==> config.mk <==
export PLATFORM = sky130hd
export DESIGN_NAME = loog_ctrl
export DESIGN_NICKNAME = d
export VERILOG_FILES = /design/src/sv/loog_pkg.sv /design/src/sv/loog_ctrl.sv
export SDC_FILE = /design/constraint.sdc
export NUM_CORES = 1
export LEC_CHECK = 0
export ABC_AREA = 1
export BUFFER_PORTS_ARGS = -buffer_cell sky130_fd_sc_hd__buf_2
export CAP_MARGIN = 0
export CORE_AREA = 2 2 39 41
export CTS_CLUSTER_DIAMETER = 200
export DETAILED_ROUTE_END_ITERATION = 10
export DIE_AREA = 0 0 41 43
export MAX_ROUTING_LAYER = met4
export PLACE_DENSITY = 0.3
export SYNTH_ARGS = -nofsm -noshare
export SYNTH_HDL_FRONTEND = slang
export SYNTH_SLANG_ARGS = --single-unit
==> constraint.sdc <==
create_clock -name clk -period 0.9 [get_ports clk]
set_clock_uncertainty 0.15 [all_clocks]
set_input_delay 0.135 -clock clk [delete_from_list [all_inputs] [get_ports clk]]
set_output_delay 0.135 -clock clk [all_outputs]
set_load 0.1 [all_outputs]
==> src/sv/loog_pkg.sv <==
// package for the log-odds occupancy grid
// holds the state, operation and register codes and the controller interface structs
// no dependencies
package loog_pkg;

  // fixed field widths
  localparam int FUNC_W     = 2;
  localparam int CX_W       = 7;
  localparam int CY_W       = 7;
  localparam int CZ_W       = 2;
  localparam int VALUE_W    = 15;
  localparam int CFG_IDX_W  = 2;
  localparam int CFG_DATA_W = 15;
  localparam int MISS_W     = 13;
  localparam int HIT_W      = 13;
  localparam int CLO_W      = 15;
  localparam int CHI_W      = 14;

  // register reset values
  localparam logic signed [MISS_W-1:0] MISS_RESET = -13'sd104;
  localparam logic        [HIT_W-1:0]  HIT_RESET  = 13'd217;
  localparam logic signed [CLO_W-1:0]  CLO_RESET  = -15'sd510;
  localparam logic        [CHI_W-1:0]  CHI_RESET  = 14'd890;

  typedef enum logic [CFG_IDX_W-1:0] {
    CFG_MISS_STEP  = 2'd0,
    CFG_HIT_STEP   = 2'd1,
    CFG_CLAMP_LOW  = 2'd2,
    CFG_CLAMP_HIGH = 2'd3
  } cfg_index_t;

  typedef enum logic [FUNC_W-1:0] {
    FUNC_FREE     = 2'd0,
    FUNC_OCCUPIED = 2'd1,
    FUNC_UNKNOWN  = 2'd2,
    FUNC_QUERY    = 2'd3
  } func_t;

  typedef enum logic [1:0] {
    ST_CLEAR,
    ST_IDLE,
    ST_READ
  } state_t;

  // controller to datapath
  typedef struct packed {
    logic clear_write;
    logic accept;
    logic commit;
  } dp_cmd_t;

  // datapath to controller
  typedef struct packed {
    logic clear_last;
    logic out_free;
  } dp_status_t;

endpackage

==> src/sv/loog_ctrl.sv <==
// controller for the log-odds occupancy grid: clear pass, read, commit
// depends on loog_pkg
module loog_ctrl (
  input  logic                clk,
  input  logic                rst,
  input  logic                req_valid,
  output logic                req_ready,
  input  loog_pkg::dp_status_t status,
  output loog_pkg::dp_cmd_t    cmd
);

  import loog_pkg::*;

  state_t state;
  state_t state_next;

  always_ff @(posedge clk) begin
    if (rst) begin
      state <= ST_CLEAR;
    end else begin
      state <= state_next;
    end
  end

  always_comb begin
    state_next = state;
    case (state)
      ST_CLEAR: begin
        if (status.clear_last) state_next = ST_IDLE;
      end
      ST_IDLE: begin
        if (req_valid) state_next = ST_READ;
      end
      ST_READ: begin
        if (status.out_free) state_next = ST_IDLE;
      end
      default: state_next = ST_CLEAR;
    endcase
  end

  always_comb begin
    req_ready       = 1'b0;
    cmd.clear_write = 1'b0;
    cmd.accept      = 1'b0;
    cmd.commit      = 1'b0;
    case (state)
      ST_CLEAR: cmd.clear_write = 1'b1;
      ST_IDLE: begin
        req_ready  = 1'b1;
        cmd.accept = req_valid;
      end
      ST_READ: cmd.commit = status.out_free;
      default: ;
    endcase
  end

endmodule

# Word-level counts from Yosys, hierarchy flattened
# Index checks and enable logic that the tools add are counted.
# op_classes
eq_ne	5
n_mux	8
reduce_logical	2
# op_table
operator	count
2-bit two-way mux	3
2-bit != test, second input constant	3
2-bit one-hot mux with 3 select lines	1
1-bit two-way mux	4
3-bit AND reduction	1
2-bit by 1-bit equality test with 1-bit output, second input constant	1
2-bit equality test, second input constant	1
2-bit zero test	1
# word_totals
register_bits	2
inputBits	5
out_inout_bits	4

# Logic depth before layout (Yosys ltp)
# logic_depth
depth_word	3
mapped_depth	4
ltp_nobuf	4

# Worst setup path after synthesis
# OpenSTA, ideal clock, no wires.
# synth_timing
path_kind	register to output
start	reg state[1]
end	out cmd[0] (netlist name)
arrival_time_ns	2.467
t_required_ns	0.615
path_slack_ns	-1.852
stages_incl_launch_ff	3
cell_sequence	dfxtp_1 > inv_1 > nor3_1
# synth_lines
item	line	text
start: declaration	loog_ctrl.sv:14	state_t state;
start signal: assignment	loog_ctrl.sv:21	state <= state_next;
end: declaration	loog_ctrl.sv:9	output loog_pkg::dp_cmd_t cmd

==> run_results.csv <==
group,metric,value,unit
sta,layout_min_cycle_time,1281,ps
grt,grt_pass1_vias,189,
sta,fin_crit_sh,1.423,
clock_network,cts_tree,"yes",
sta,worst_slew_margin_rel,0.8878,
synth,async_flop_share,0,
placed_design,gp_congestion,0.6274,
floorplanning,ios,9,
setup_path,slowest_delay,360,ps
synth,yosys_warnings,0,
grt,grt-ovfl-total,0,
synth,synth_most_common_cell,"inv_1",
floorplanning,rows,14,
drt,drt-total-wl,400,um
clock_network,clock_sinks,2,
final_layout,top_regs,"state: 2 flops",
floorplanning,die_area,1763,sq um
grt,grt_pass1_wl,669,um
final_layout,fin_util,0.2749,
final_layout,nets,45,
sta,finalMaxSlewViolations,0,
final_layout,fin_area,380.4,sq um
run_status,status,"finished with violations",
setup_path,required,610,ps
grt,antenna_found_initial,0,
grt,grt_usage,0.06372,
synth,synth_enable_flop_cells,0,
sta,finalHoldViolCount,0,
sta,rsz0062_at_grt,"yes",
drt,drt_iter0_markers,1,
placed_design,dp_hpwl,286.6,um
clock_network,clkLatencyLatePin,220,ps
sta,fmax,780.8,MHz
power,peakVddDrop,483.7,uV
drt,ant_nets,0,
final_layout,top_register,"state",
synth,dominantRegCellSynth,"dfxtp_1",
synth,ys_seq_area_frac,0.3516,
clock_network,cts_max_path_buffers,2,
synth,post-synth-top-area-fraction,0.3516,
clock_network,cts_made_buffers,3,
run_status,violations,"setup timing",
setup_path,cp.arrival,1000,ps
final_layout,drive_gt1_frac,0.7368,
setup_path,criticalPathCategory,"reg2out",
floorplanning,die_h,43,um
final_layout,insertedDiodeCount,0,
synth,synth.ff_latch_count,2,
setup_path,critPathMaxFanout,5,
drt,wl_per_cell,7.407,um
placed_design,placed_area,292.8,sq um
setup_path,cp_cell_sequence,"buf_6, nor2_4, buf_12",
clock_network,ctsRootBufferMaster,"clkbuf_4",
final_layout,largest_reg_flops,2,
power,p_per_area,1571,nW/um^2
sta,setup_viol,6,
drt,route.vias.total,177,
sta,worst_hold_slack,3.528,ps
worst_hold_path,hp-class,"in2reg",
synth,syn_nets,25,
setup_path,critPathLaunchType,"flop",
floorplanning,initial_core_util,0.08228,
synth,syn_inst,20,
power,leakage,0.1684,nW
power,report.power.total,0.5975,mW
final_layout,num-fill-cells,159,
job,maxCapViolCount,0,
drt,dr.pass1.iters,2,
synth,syn_area,113.9,sq um
clock_network,h-tree-depth,1,
synth,avgSynthCellArea,5.693,sq um
floorplanning,coreArea,1384,sq um
setup_path,cpMaxStageDelayCell,"dfxtp_4",
clock_network,clkTransAtPathRegs,30,ps
placed_design,dpl_worst_slack,-176.6,ps
floorplanning,dieWidth,41,um
setup_path,path_buf_inv,2,
synth,synth_area_leaders,"dfxtp_1 35%, inv_1 23%, nand2_1 13%, nand3_1 8.8%, nor2_1 6.6%",
synth,yosys.cell_types.count,8,
placed_design,port_buffers,8,
setup_path,crit_family,"flip-flops",
setup_path,end_kind,"output port",
synth,yosysTopAreaCell,"dfxtp_1",
sta,tightest_slew,167.7,ps
drt,vias_per_cell,3.278,
grt,grt_max_degree,6,
synth,yosys-top-cells-count,"7 x inv_1, 4 x nand2_1, 2 x dfxtp_1, 2 x nand3_1, 2 x nor2_1",
drt,remaining_drc_errors,0,
sta,setup_ws,-380.7,ps
final_layout,area_growth,234.1,%
## per-layer routing
metal,share of wire,up-vias,track usage
met1,0.39,72,0.06731
met2,0.47,9,0.06875
met4,0,0,0.08000
met5,0,-,-
met3,0.14,0,0.03665
li1,-,96,-
## final cells by class
type / instances / area [sq um] / share of cell area
Clock buffer: 3 / 22.52 / 0.05921
Inverter: 7 / 36.28 / 0.09539
Multi-Input combinational cell: 11 / 90.09 / 0.2368
Sequential cell: 2 / 45.04 / 0.1184
Tap cell: 16 / 20.02 / 0.05263
Timing Repair Buffer: 15 / 166.4 / 0.4375
## metrics by stage
stage          TNS, ps  std cells
4_1_cts          -1837         53
3_3_place_gp    -829.5         48
6_report         -1785         54
3_5_place_dp    -831.8         48
2_1_floorplan    -1814         20
5_1_grt          -2120         54
## cells by family after synthesis
| family | Yosys count | share of synthesized area |
|---|---|---|
| and+or+nand+nor | 9 | 0.3296 |
| buffers and inverters | 7 | 0.2308 |
| DFF | 2 | 0.3517 |
| AOI/OAI and AO/OA | 2 | 0.08783 |
## layout by cell type, fill, tap and decap left out, drive strengths merged
master / netlist / final
buf: 0 / 14
nor2: 2 / 2
clkbuf: 0 / 3
dlygate4sd3: 0 / 1
nand3: 2 / 2
dfxtp: 2 / 2
a21oi: 1 / 1
clkinvlp: 0 / 2
o21ai: 1 / 1
nand2: 4 / 4
inv: 7 / 5
nor3: 1 / 1
## worst reg2reg max path: cells and delay by family (launching register included)
| family | cells | cell delay [ps] |
|---|---|---|
| buffers and inverters | 3 | 320 |
| DFF | 1 | 360 |
| and+or+nand+nor | 4 | 220 |
## where the power goes
part	leakage (nW)	switching (mW)	internal, mW
logic	0.137	0.167	0.121
clock network	0.0138	0.0505	0.147
registers	0.0175	0.0140	0.0975
## what timing repair did
| action | 4_1_cts | 5_1_grt |
|---|---|---|
| gates resized for setup | 4 | 6 |
| setup buffers | 1 | 1 |
| setup endpoints to repair | 6 | 6 |
| pin swaps | 0 | 1 |
| hold buffers | 1 | 0 |
| endpoints found under the hold margin | 1 | 0 |
## final timing paths
| kind | from | endpoint | slack (ps) | cells after the start |
|---|---|---|---|---|
| worst max-delay path | state[0]$_SDFFE_PP0P_ | cmd[2] | -380 | 3 |
| worst min-delay path | rst | state[0]$_SDFFE_PP0P_ | 4 | 4 |
| worst max register to register | state[0]$_SDFFE_PP0P_ | state[0]$_SDFFE_PP0P_ | -270 | 7 |
| worst min register to register | state[0]$_SDFFE_PP0P_ | state[0]$_SDFFE_PP0P_ | 450 | 3 |
Power figures use the tool's default switching activity.
