## src/sv/loog_pkg.sv

```systemverilog
// package for the log-odds occupancy grid
// holds the state, operation and register codes and the controller interface structs
// no dependencies
package loog_pkg;

  // fixed field widths
  localparam int FUNC_W     = 2;
  localparam int CX_W       = 7;
  localparam int CY_W       = 7;
  localparam int CZ_W       = 2;
  localparam int VALUE_W    = 15;
  localparam int CFG_IDX_W  = 2;
  localparam int CFG_DATA_W = 15;
  localparam int MISS_W     = 13;
  localparam int HIT_W      = 13;
  localparam int CLO_W      = 15;
  localparam int CHI_W      = 14;

  // register reset values
  localparam logic signed [MISS_W-1:0] MISS_RESET = -13'sd104;
  localparam logic        [HIT_W-1:0]  HIT_RESET  = 13'd217;
  localparam logic signed [CLO_W-1:0]  CLO_RESET  = -15'sd510;
  localparam logic        [CHI_W-1:0]  CHI_RESET  = 14'd890;

  typedef enum logic [CFG_IDX_W-1:0] {
    CFG_MISS_STEP  = 2'd0,
    CFG_HIT_STEP   = 2'd1,
    CFG_CLAMP_LOW  = 2'd2,
    CFG_CLAMP_HIGH = 2'd3
  } cfg_index_t;

  typedef enum logic [FUNC_W-1:0] {
    FUNC_FREE     = 2'd0,
    FUNC_OCCUPIED = 2'd1,
    FUNC_UNKNOWN  = 2'd2,
    FUNC_QUERY    = 2'd3
  } func_t;

  typedef enum logic [1:0] {
    ST_CLEAR,
    ST_IDLE,
    ST_READ
  } state_t;

  // controller to datapath
  typedef struct packed {
    logic clear_write;
    logic accept;
    logic commit;
  } dp_cmd_t;

  // datapath to controller
  typedef struct packed {
    logic clear_last;
    logic out_free;
  } dp_status_t;

endpackage

```

## src/sv/loog_datapath.sv

```systemverilog
// datapath for the log-odds occupancy grid: config registers, request latch,
// cell update arithmetic, clear counter and response register; depends on loog_pkg
module loog_datapath #(
  parameter int X_BITS    = 7,
  parameter int Y_BITS    = 7,
  parameter int Z_BITS    = 2,
  parameter int CELL_BITS = 16
) (
  input  logic                                   clk,
  input  logic                                   rst,
  input  loog_pkg::dp_cmd_t                      cmd,
  output loog_pkg::dp_status_t                   status,
  input  logic                                   cfg_we,
  input  logic [loog_pkg::CFG_IDX_W-1:0]         cfg_index,
  input  logic [loog_pkg::CFG_DATA_W-1:0]        cfg_data,
  input  logic [loog_pkg::FUNC_W-1:0]            func,
  input  logic [loog_pkg::CX_W-1:0]              cell_x,
  input  logic [loog_pkg::CY_W-1:0]              cell_y,
  input  logic [loog_pkg::CZ_W-1:0]              cell_z,
  output logic                                   ram_we,
  output logic [X_BITS+Y_BITS+Z_BITS-1:0]        ram_waddr,
  output logic [CELL_BITS-1:0]                   ram_wdata,
  output logic                                   ram_re,
  output logic [X_BITS+Y_BITS+Z_BITS-1:0]        ram_raddr,
  input  logic [CELL_BITS-1:0]                   ram_rdata,
  output logic                                   rsp_valid,
  input  logic                                   rsp_ready,
  output logic                                   changed,
  output logic                                   is_free,
  output logic                                   is_occupied,
  output logic                                   is_unknown,
  output logic signed [loog_pkg::VALUE_W-1:0]    cell_value
);

  import loog_pkg::*;

  localparam int ADDR_W = X_BITS + Y_BITS + Z_BITS;
  localparam int SUM_W  = ((CELL_BITS > 16) ? CELL_BITS : 16) + 2;
  localparam longint SAT_HI_L = (CELL_BITS > 15) ? 64'sd16383
                                                 : (longint'(1) <<< (CELL_BITS - 1)) - 1;
  localparam longint SAT_LO_L = -SAT_HI_L - 1;
  localparam logic signed [SUM_W-1:0] SAT_HI = SUM_W'(SAT_HI_L);
  localparam logic signed [SUM_W-1:0] SAT_LO = SUM_W'(SAT_LO_L);

  logic signed [MISS_W-1:0] miss_step;
  logic        [HIT_W-1:0]  hit_step;
  logic signed [CLO_W-1:0]  clamp_low;
  logic        [CHI_W-1:0]  clamp_high;

  logic [FUNC_W-1:0] op;
  logic [ADDR_W-1:0] op_addr;
  logic [ADDR_W-1:0] clr_addr;
  logic [ADDR_W-1:0] req_addr;

  logic [X_BITS-1:0] ax;
  logic [Y_BITS-1:0] ay;
  logic [Z_BITS-1:0] az;

  logic signed [SUM_W-1:0] old_v;
  logic signed [SUM_W-1:0] sum_v;
  logic signed [SUM_W-1:0] lim_v;
  logic signed [SUM_W-1:0] nv;
  logic                    chg;

  // config registers
  always_ff @(posedge clk) begin
    if (rst) begin
      miss_step  <= MISS_RESET;
      hit_step   <= HIT_RESET;
      clamp_low  <= CLO_RESET;
      clamp_high <= CHI_RESET;
    end else if (cfg_we) begin
      case (cfg_index)
        CFG_MISS_STEP:  miss_step  <= cfg_data[MISS_W-1:0];
        CFG_HIT_STEP:   hit_step   <= cfg_data[HIT_W-1:0];
        CFG_CLAMP_LOW:  clamp_low  <= cfg_data[CLO_W-1:0];
        CFG_CLAMP_HIGH: clamp_high <= cfg_data[CHI_W-1:0];
        default: ;
      endcase
    end
  end

  // coordinate bits above the map size are dropped
  assign ax       = X_BITS'(cell_x);
  assign ay       = Y_BITS'(cell_y);
  assign az       = Z_BITS'(cell_z);
  assign req_addr = {az, ay, ax};

  always_ff @(posedge clk) begin
    if (cmd.accept) begin
      op      <= func;
      op_addr <= req_addr;
    end
  end

  // clear sweep address
  always_ff @(posedge clk) begin
    if (rst) begin
      clr_addr <= '0;
    end else if (cmd.clear_write) begin
      clr_addr <= clr_addr + 1'b1;
    end
  end

  // cell update
  assign old_v = {{(SUM_W-CELL_BITS){ram_rdata[CELL_BITS-1]}}, ram_rdata};

  always_comb begin
    sum_v = old_v;
    lim_v = old_v;
    nv    = old_v;
    chg   = 1'b0;
    case (op)
      FUNC_FREE: begin
        sum_v = old_v + $signed({{(SUM_W-MISS_W){miss_step[MISS_W-1]}}, miss_step});
        lim_v = sum_v;
        if (sum_v < $signed({{(SUM_W-CLO_W){clamp_low[CLO_W-1]}}, clamp_low})) begin
          lim_v = $signed({{(SUM_W-CLO_W){clamp_low[CLO_W-1]}}, clamp_low});
        end
        nv = lim_v;
        if (lim_v > SAT_HI) nv = SAT_HI;
        else if (lim_v < SAT_LO) nv = SAT_LO;
        chg = !old_v[SUM_W-1] && nv[SUM_W-1];
      end
      FUNC_OCCUPIED: begin
        sum_v = old_v + $signed({{(SUM_W-HIT_W){1'b0}}, hit_step});
        lim_v = sum_v;
        if (sum_v > $signed({{(SUM_W-CHI_W){1'b0}}, clamp_high})) begin
          lim_v = $signed({{(SUM_W-CHI_W){1'b0}}, clamp_high});
        end
        nv = lim_v;
        if (lim_v > SAT_HI) nv = SAT_HI;
        else if (lim_v < SAT_LO) nv = SAT_LO;
        chg = !(old_v > 0) && (nv > 0);
      end
      FUNC_UNKNOWN: begin
        nv  = '0;
        chg = (old_v != 0);
      end
      default: ;
    endcase
  end

  // ram access
  assign ram_re    = cmd.accept;
  assign ram_raddr = req_addr;
  assign ram_we    = cmd.clear_write || cmd.commit;
  assign ram_waddr = cmd.clear_write ? clr_addr : op_addr;
  assign ram_wdata = cmd.clear_write ? '0 : nv[CELL_BITS-1:0];

  // response register
  always_ff @(posedge clk) begin
    if (rst) begin
      rsp_valid <= 1'b0;
    end else if (cmd.commit) begin
      rsp_valid <= 1'b1;
    end else if (rsp_ready) begin
      rsp_valid <= 1'b0;
    end
  end

  always_ff @(posedge clk) begin
    if (cmd.commit) begin
      changed     <= chg;
      is_free     <= nv < 0;
      is_occupied <= nv > 0;
      is_unknown  <= nv == 0;
      cell_value  <= nv[VALUE_W-1:0];
    end
  end

  assign status.clear_last = &clr_addr;
  assign status.out_free   = !rsp_valid || rsp_ready;

endmodule
```

## config.mk

```make
export PLATFORM = sky130hd
export DESIGN_NAME = loog_datapath
export DESIGN_NICKNAME = d
export VERILOG_FILES = /design/src/sv/loog_pkg.sv /design/src/sv/loog_datapath.sv
export SDC_FILE = /design/constraint.sdc
export NUM_CORES = 1
export LEC_CHECK = 0
export BUFFER_PORTS_ARGS = -buffer_cell sky130_fd_sc_hd__buf_4
export CAP_MARGIN = 20
export CORE_MARGIN = 2
export CORE_UTILIZATION = 34
export CTS_BUF_LIST = sky130_fd_sc_hd__clkbuf_2 sky130_fd_sc_hd__clkbuf_4 sky130_fd_sc_hd__clkbuf_8
export CTS_CLUSTER_DIAMETER = 30
export DETAILED_ROUTE_END_ITERATION = 7
export HOLD_SLACK_MARGIN = 0.1
export SYNTH_ARGS = -nofsm -noshare
export SYNTH_HDL_FRONTEND = slang
export SYNTH_SLANG_ARGS = --single-unit
```

## constraint.sdc

```tcl
create_clock -name clk -period 5.93 [get_ports clk]
set_input_delay 0.2965 -clock clk [delete_from_list [all_inputs] [get_ports clk]]
set_output_delay 0.2965 -clock clk [all_outputs]
set_load 0.05 [all_outputs]
```

======== Word level (Yosys, flattened, before mapping) ========
Index checks and enable logic that the tools add are counted.
word-level totals
  flip-flop bits (word level) ............. 109
  word-level logic and storage cells ...... 64
  output and inout bits ................... 72
  input port bits ......................... 58
operators by class
  reductions and logical operators ........ 17
  $lt $le $gt $ge ......................... 10
  equality and inequality tests ........... 5
  $add $sub $neg .......................... 3
  muxes and demuxes ....................... 16
operator list
  operator                                                       count
  two-way mux 18 bit                                             10
  case mux 18 bit (3 select lines)                               1
  > comparator 18 x 1 -> 1 bit (second input constant)           2
  > comparator 18 x 15 -> 1 bit (second input constant)          2
  less-than comparator 18 x 15 -> 1 bit (second input constant)  2
  zero test 32 bit                                               1
  two-way mux 16 bit                                             2
  nonzero test 32 bit                                            1
  less-than comparator 18 x 1 -> 1 bit (second input constant)   1
  adder 16 x 13 -> 17 bit                                        1
  adder 16 x 14 -> 17 bit                                        1
  > comparator 17 x 15 -> 1 bit                                  1
  less-than comparator 17 x 15 -> 1 bit                          1
  adder 16 x 1 -> 16 bit (second input constant)                 1
  > comparator 16 x 1 -> 1 bit (second input constant)           1
  AND reduction 16 bit                                           1
  AND reduction 2 bit                                            4
  equality test 2 bit (second input constant)                    3
  equality test 2 x 1 -> 1 bit (second input constant)           2
  zero test 2 bit                                                2
  zero test 1 bit                                                3
  case mux 1 bit (3 select lines)                                1
  logical AND 1 bit                                              2
  logical OR 1 bit                                               2
  other kinds (2)                                                3

======== Logic depth before layout (Yosys ltp) ========
  depth after elaboration ................. 11
  mapped depth ............................ 26
  gate-level depth less buffers ........... 26

======== Worst setup path after synthesis ========
OpenSTA, ideal clock, no wires.
  path kind ............................... register to output
  start ................................... register hit_step[0]
  end ..................................... output ram_wdata[4]
  path buffers ............................ 0
  data arrival time ....................... 5.369 ns
  setup slack ............................. 0.264 ns
  stages on the path, launching flop included .. 22
  data required time ...................... 5.634 ns
  path through ............................ dfxtp_1 -> ha_1 -> inv_1 -> fa_1 -> nand2b_1 -> a211o_1 -> and3_1 -> or2_2 -> ha_1 -> a21oi_1 -> o21ai_0 -> a2111o_1 -> o21ai_0 -> o2111ai_4 -> nand4_1 -> o211ai_1 -> ha_1 -> inv_1 -> a31oi_1 -> a22oi_2 -> a221oi_1 -> nor2b_1
between the ends
  longest elaborated chain between the ends .. 10
  elaborated cells between the ends (all ways) .. 11
  classes of those cells .................. add/sub: 1; order compare: 3; mux: 7
ends and longest elaborated chain
  what                                   RTL line              source
  start: declaration                     loog_datapath.sv:46   logic [HIT_W-1:0] hit_step;
  start signal: assignment               loog_datapath.sv:75   CFG_HIT_STEP: hit_step <= cfg_data[HIT_W-1:0];
  adder 16 x 14 -> 17 bit *              loog_datapath.sv:126  sum_v = old_v + $signed({{(SUM_W-HIT_W){1'b0}}, hit_step});
  > comparator 17 x 15 -> 1 bit          loog_datapath.sv:128  if (sum_v > $signed({{(SUM_W-CHI_W){1'b0}}, clamp_high})) begin
  two-way mux 18 bit *                   loog_datapath.sv:128
  two-way mux 18 bit *                   loog_datapath.sv:113  case (op)
  less-than comparator 18 x 15 -> 1 bit  loog_datapath.sv:133  else if (lim_v < SAT_LO) nv = SAT_LO;
  two-way mux 18 bit                     loog_datapath.sv:133
  two-way mux 18 bit *                   loog_datapath.sv:132  if (lim_v > SAT_HI) nv = SAT_HI;
  two-way mux 18 bit *                   loog_datapath.sv:113
  case mux 18 bit (3 select lines) *     loog_datapath.sv:113
  net nv[4]                              loog_datapath.sv:62   logic signed [SUM_W-1:0] nv;
  two-way mux 16 bit *                   loog_datapath.sv:149  assign ram_wdata = cmd.clear_write ? '0 : nv[CELL_BITS-1:0];
  end: declaration                       loog_datapath.sv:22   output logic [CELL_BITS-1:0] ram_wdata,
The timed path passes the listed nets; every way through them passes the cells marked *. The select of a mux whose other input is x is not followed.

======== Worst setup path in the final report ========
  start ................................... register hit_step[7]
  end ..................................... output ram_wdata[2]
between the ends
  longest elaborated chain between the ends .. 10
  elaborated cells between the ends (all ways) .. 11
  classes of those cells .................. add/sub: 1; order compare: 3; mux: 7
ends and longest elaborated chain
  what                                   RTL line
  adder 16 x 14 -> 17 bit *              loog_datapath.sv:126
  > comparator 17 x 15 -> 1 bit          loog_datapath.sv:128
  two-way mux 18 bit *                   loog_datapath.sv:128
  two-way mux 18 bit *                   loog_datapath.sv:113
  less-than comparator 18 x 15 -> 1 bit  loog_datapath.sv:133
  two-way mux 18 bit                     loog_datapath.sv:133
  two-way mux 18 bit *                   loog_datapath.sv:132
  two-way mux 18 bit *                   loog_datapath.sv:113
  case mux 18 bit (3 select lines) *     loog_datapath.sv:113
  two-way mux 16 bit *                   loog_datapath.sv:149
Mark *: on every way between the ends. The rest lies on a longest branch, timed or not. The select of a mux whose other input is x is not followed.

==> flow_summary_export.csv <==
group,metric,value,unit
cells_and_area,mostFrequentLayoutCells,"buf_4 (149), nand2_1 (118), a21oi_1 (88), nor2_1 (76), dfxtp_1 (67)",
cells_and_area,area.growth.synth_to_final,23.5,%
status,outcome,"completed",
power,p_per_area,237,nW/µm²
job,drv_cap,0,
logic_synthesis,ys_seq_elements,109,
timing,setup_viol,0,
floorplanning,die_y,156,µm
clock_network,h-tree-depth,3,
place,hpwl,19.9,mm
global_route,grt_max_degree,73,
cells_and_area,drive_gt1_frac,0.223,
cells_and_area,nets,1188,
floorplanning,initial_core_util,0.346,
cells_and_area,layout.cells.non_filler,1357,
worst_setup_path,path_class,"flip-flop to output port",
timing,tightest_slew,0.987,ns
global_route,grt_usage,0.210,
route,viasPerCell,5.51,
logic_synthesis,yosysTopAreaCell,"dfxtp_1",
route,met2_length,11.7,mm
timing,setup_ws,0.292,ns
logic_synthesis,synth_area_leaders,"dfxtp_1 (18%), edfxtp_1 (14%), ha_1 (9.8%), a21oi_1 (5.8%), nand2_1 (5.7%)",
logic_synthesis,synth_warnings,0,
logic_synthesis,synth_cell_type_count,78,
place,place_congestion,0.962,
worst_setup_path,cp_num_buf_inv,5,
route,firstDrtPassIters,6,
route,wirelength,25.9,mm
logic_synthesis,synthArstFlopShare,0,
logic_synthesis,avgSynthCellArea,8.30,µm²
cells_and_area,final_common_cell,"buf_4",
worst_setup_path,crit_arrival,5.34,ns
logic_synthesis,syn_nets,1062,
route,drtIter0Drc,588,
global_route,overflow,0,
worst_setup_path,crit_top_cell,"buf_4",
clock_network,cts_sinks,109,
logic_synthesis,ys_seq_area_frac,0.327,
clock_network,clk_pin_slew,0.12,ns
cells_and_area,design_area,9640,µm²
floorplanning,io_pins,130,
clock_network,cts_buffers,9,
clock_network,cts_tree,"built",
power,p_leak,0.00407,µW
global_route,grt_pass1_wl,39.3,mm
floorplanning,die-area,24200,µm²
route,routedWlPerCell,19.1,µm
cells_and_area,n_antenna_cell,0,
timing,min_period,5.64,ns
worst_setup_path,slowest_stage,"ha_2",
worst_setup_path,path_max_fanout,7,
timing,finalCritPeriodShare,0.951,
route,wl_met3,1.49,mm
place,place_ws,0.0471,ns
place,io_buffer_count,129,
timing,fmax,177,MHz
timing,slew_headroom,0.340,
clock_network,clk_path_buf_depth,2,
route,vias,7482,
floorplanning,dieWidth,156,µm
power,ir_drop,0.120,mV
global_route,first_global_vias,7032,
route,drc,0,
cells_and_area,final_core_util,0.427,
route,highest_layer,"met4",
logic_synthesis,ys.flop_type,"dfxtp_1",
place,dpl_cell_area,8990,µm²
clock_network,clk_latency,0.40,ns
logic_synthesis,synth_edf_count,37,
min_path,hp-class,"primary input to flip-flop",
worst_setup_path,required,5.63,ns
floorplanning,rows,55,
clock_network,cts_root_buf,"clkbuf_8",
worst_setup_path,cp-end-kind,"output port",
logic_synthesis,synth_top_area_frac,0.185,
global_route,antenna_found_initial,0,
logic_synthesis,syn-cell-area,7810,µm²
timing,hold_viol_final,0,
route,wirelength_met1,11.8,mm
worst_setup_path,critical_path.max_stage_delay,0.40,ns
worst_setup_path,crit_family,"compound AO/OA/AOI/OAI gates",
route,final_antenna_net_count,0,
place,placedCellCount,1318,
timing,fin_skew,0.0191,ns
logic_synthesis,synthCells,941,
floorplanning,coreArea,22600,µm²
worst_setup_path,start_kind,"flip-flop",
timing,drv_slew,0,
timing,hold-worst-slack,0.132,ns
logic make-up after synthesis:
group,Yosys count,synth area share
and+or+nand+nor,350,0.219
AOI/OAI and AO/OA,249,0.215
buffers and inverters,112,0.0634
DFF,109,0.327
adders and majority gates,63,0.103
xor gates and xnor gates,30,0.0336
muxes,28,0.0389
sequential cells by signal, indices dropped and copies added, names as in the netlist:
name / flops
clamp_low: 15
miss_step: 13
hit_step: 13
is_occupied: 1
is_free: 1
clamp_high: 14
op_addr: 16
op: 2
changed: 1
is_unknown: 1
cell_value: 15
rsp_valid: 1
clr_addr: 16
per-stage QoR:
stage	total power [µW]	setup TNS, ns
5_1_grt	2410	-0.0632
2_1_floorplan	1470	0
6_report	2290	0
4_1_cts	2260	0
3_5_place_dp	1770	0
3_3_place_gp	1760	0
what timing repair did:
item	CTS	global route
hold endpoints to repair	18	0
setup buffers	2	3
pin swaps	4	8
hold buffers	18	0
endpoints found under the setup margin	7	16
resized for setup	10	40
Yosys cell counts, types with 8 or more instances:
cell type  number
o211ai_1       15
edfxtp_1       37
nand4_1        14
dfxtp_1        72
nand2_1       118
nand3b_1       12
a211o_1        18
o21a_1          9
nor4_1         10
xor2_1         19
a21o_1         12
and2_1          8
nor2b_1        21
clkbuf_1       33
inv_1          57
buf_4          17
a21oi_1        91
nand2b_1        8
xnor2_1        11
nor3_1         17
nand3_1        21
o21ai_0        37
mux2i_1         9
and3_1         13
nor2_1         77
ha_1           61
mux2_2         18
tightest hold or removal path, stage by stage:
cell      delay, ns
buf_4          0.09
nand2_1        0.05
nand3b_1       0.07
final cells by class:
class                           count  area, µm²
Clock buffer                        9        124
Clock inverter                      7       76.3
Fill cell                        2312      12900
Inverter                           58        218
Multi-Input combinational cell    720       4990
Sequential cell                   109       2560
Tap cell                          285        357
Timing Repair Buffer              169       1320
power breakdown:
part           switching, µW  total [µW]  internal [µW]  leakage [µW]
registers               26.8         853            827      0.000951
clock network            308         476            168      0.000101
logic                    608         958            349       0.00302
total                    943        2290           1340       0.00407
worst paths after layout:
kind                     start       endpoint  slack, ns  cells after the start
setup / recovery   hit_step[7]   ram_wdata[2]       0.29                     25
hold / removal    cfg_data[13]  clamp_low[13]       0.13                      3
setup reg to reg  miss_step[0]    is_occupied       0.46                     22
hold reg to reg   clamp_low[5]   clamp_low[5]       0.47                      2
layer usage:
layer / vias to the layer above / track usage
li1: 3636 / -
met1: 3514 / 0.287
met2: 283 / 0.330
met3: 49 / 0.0294
met4: 0 / 0.0922
met5: - / 0
No activity file was read; power rests on OpenSTA's default activity.
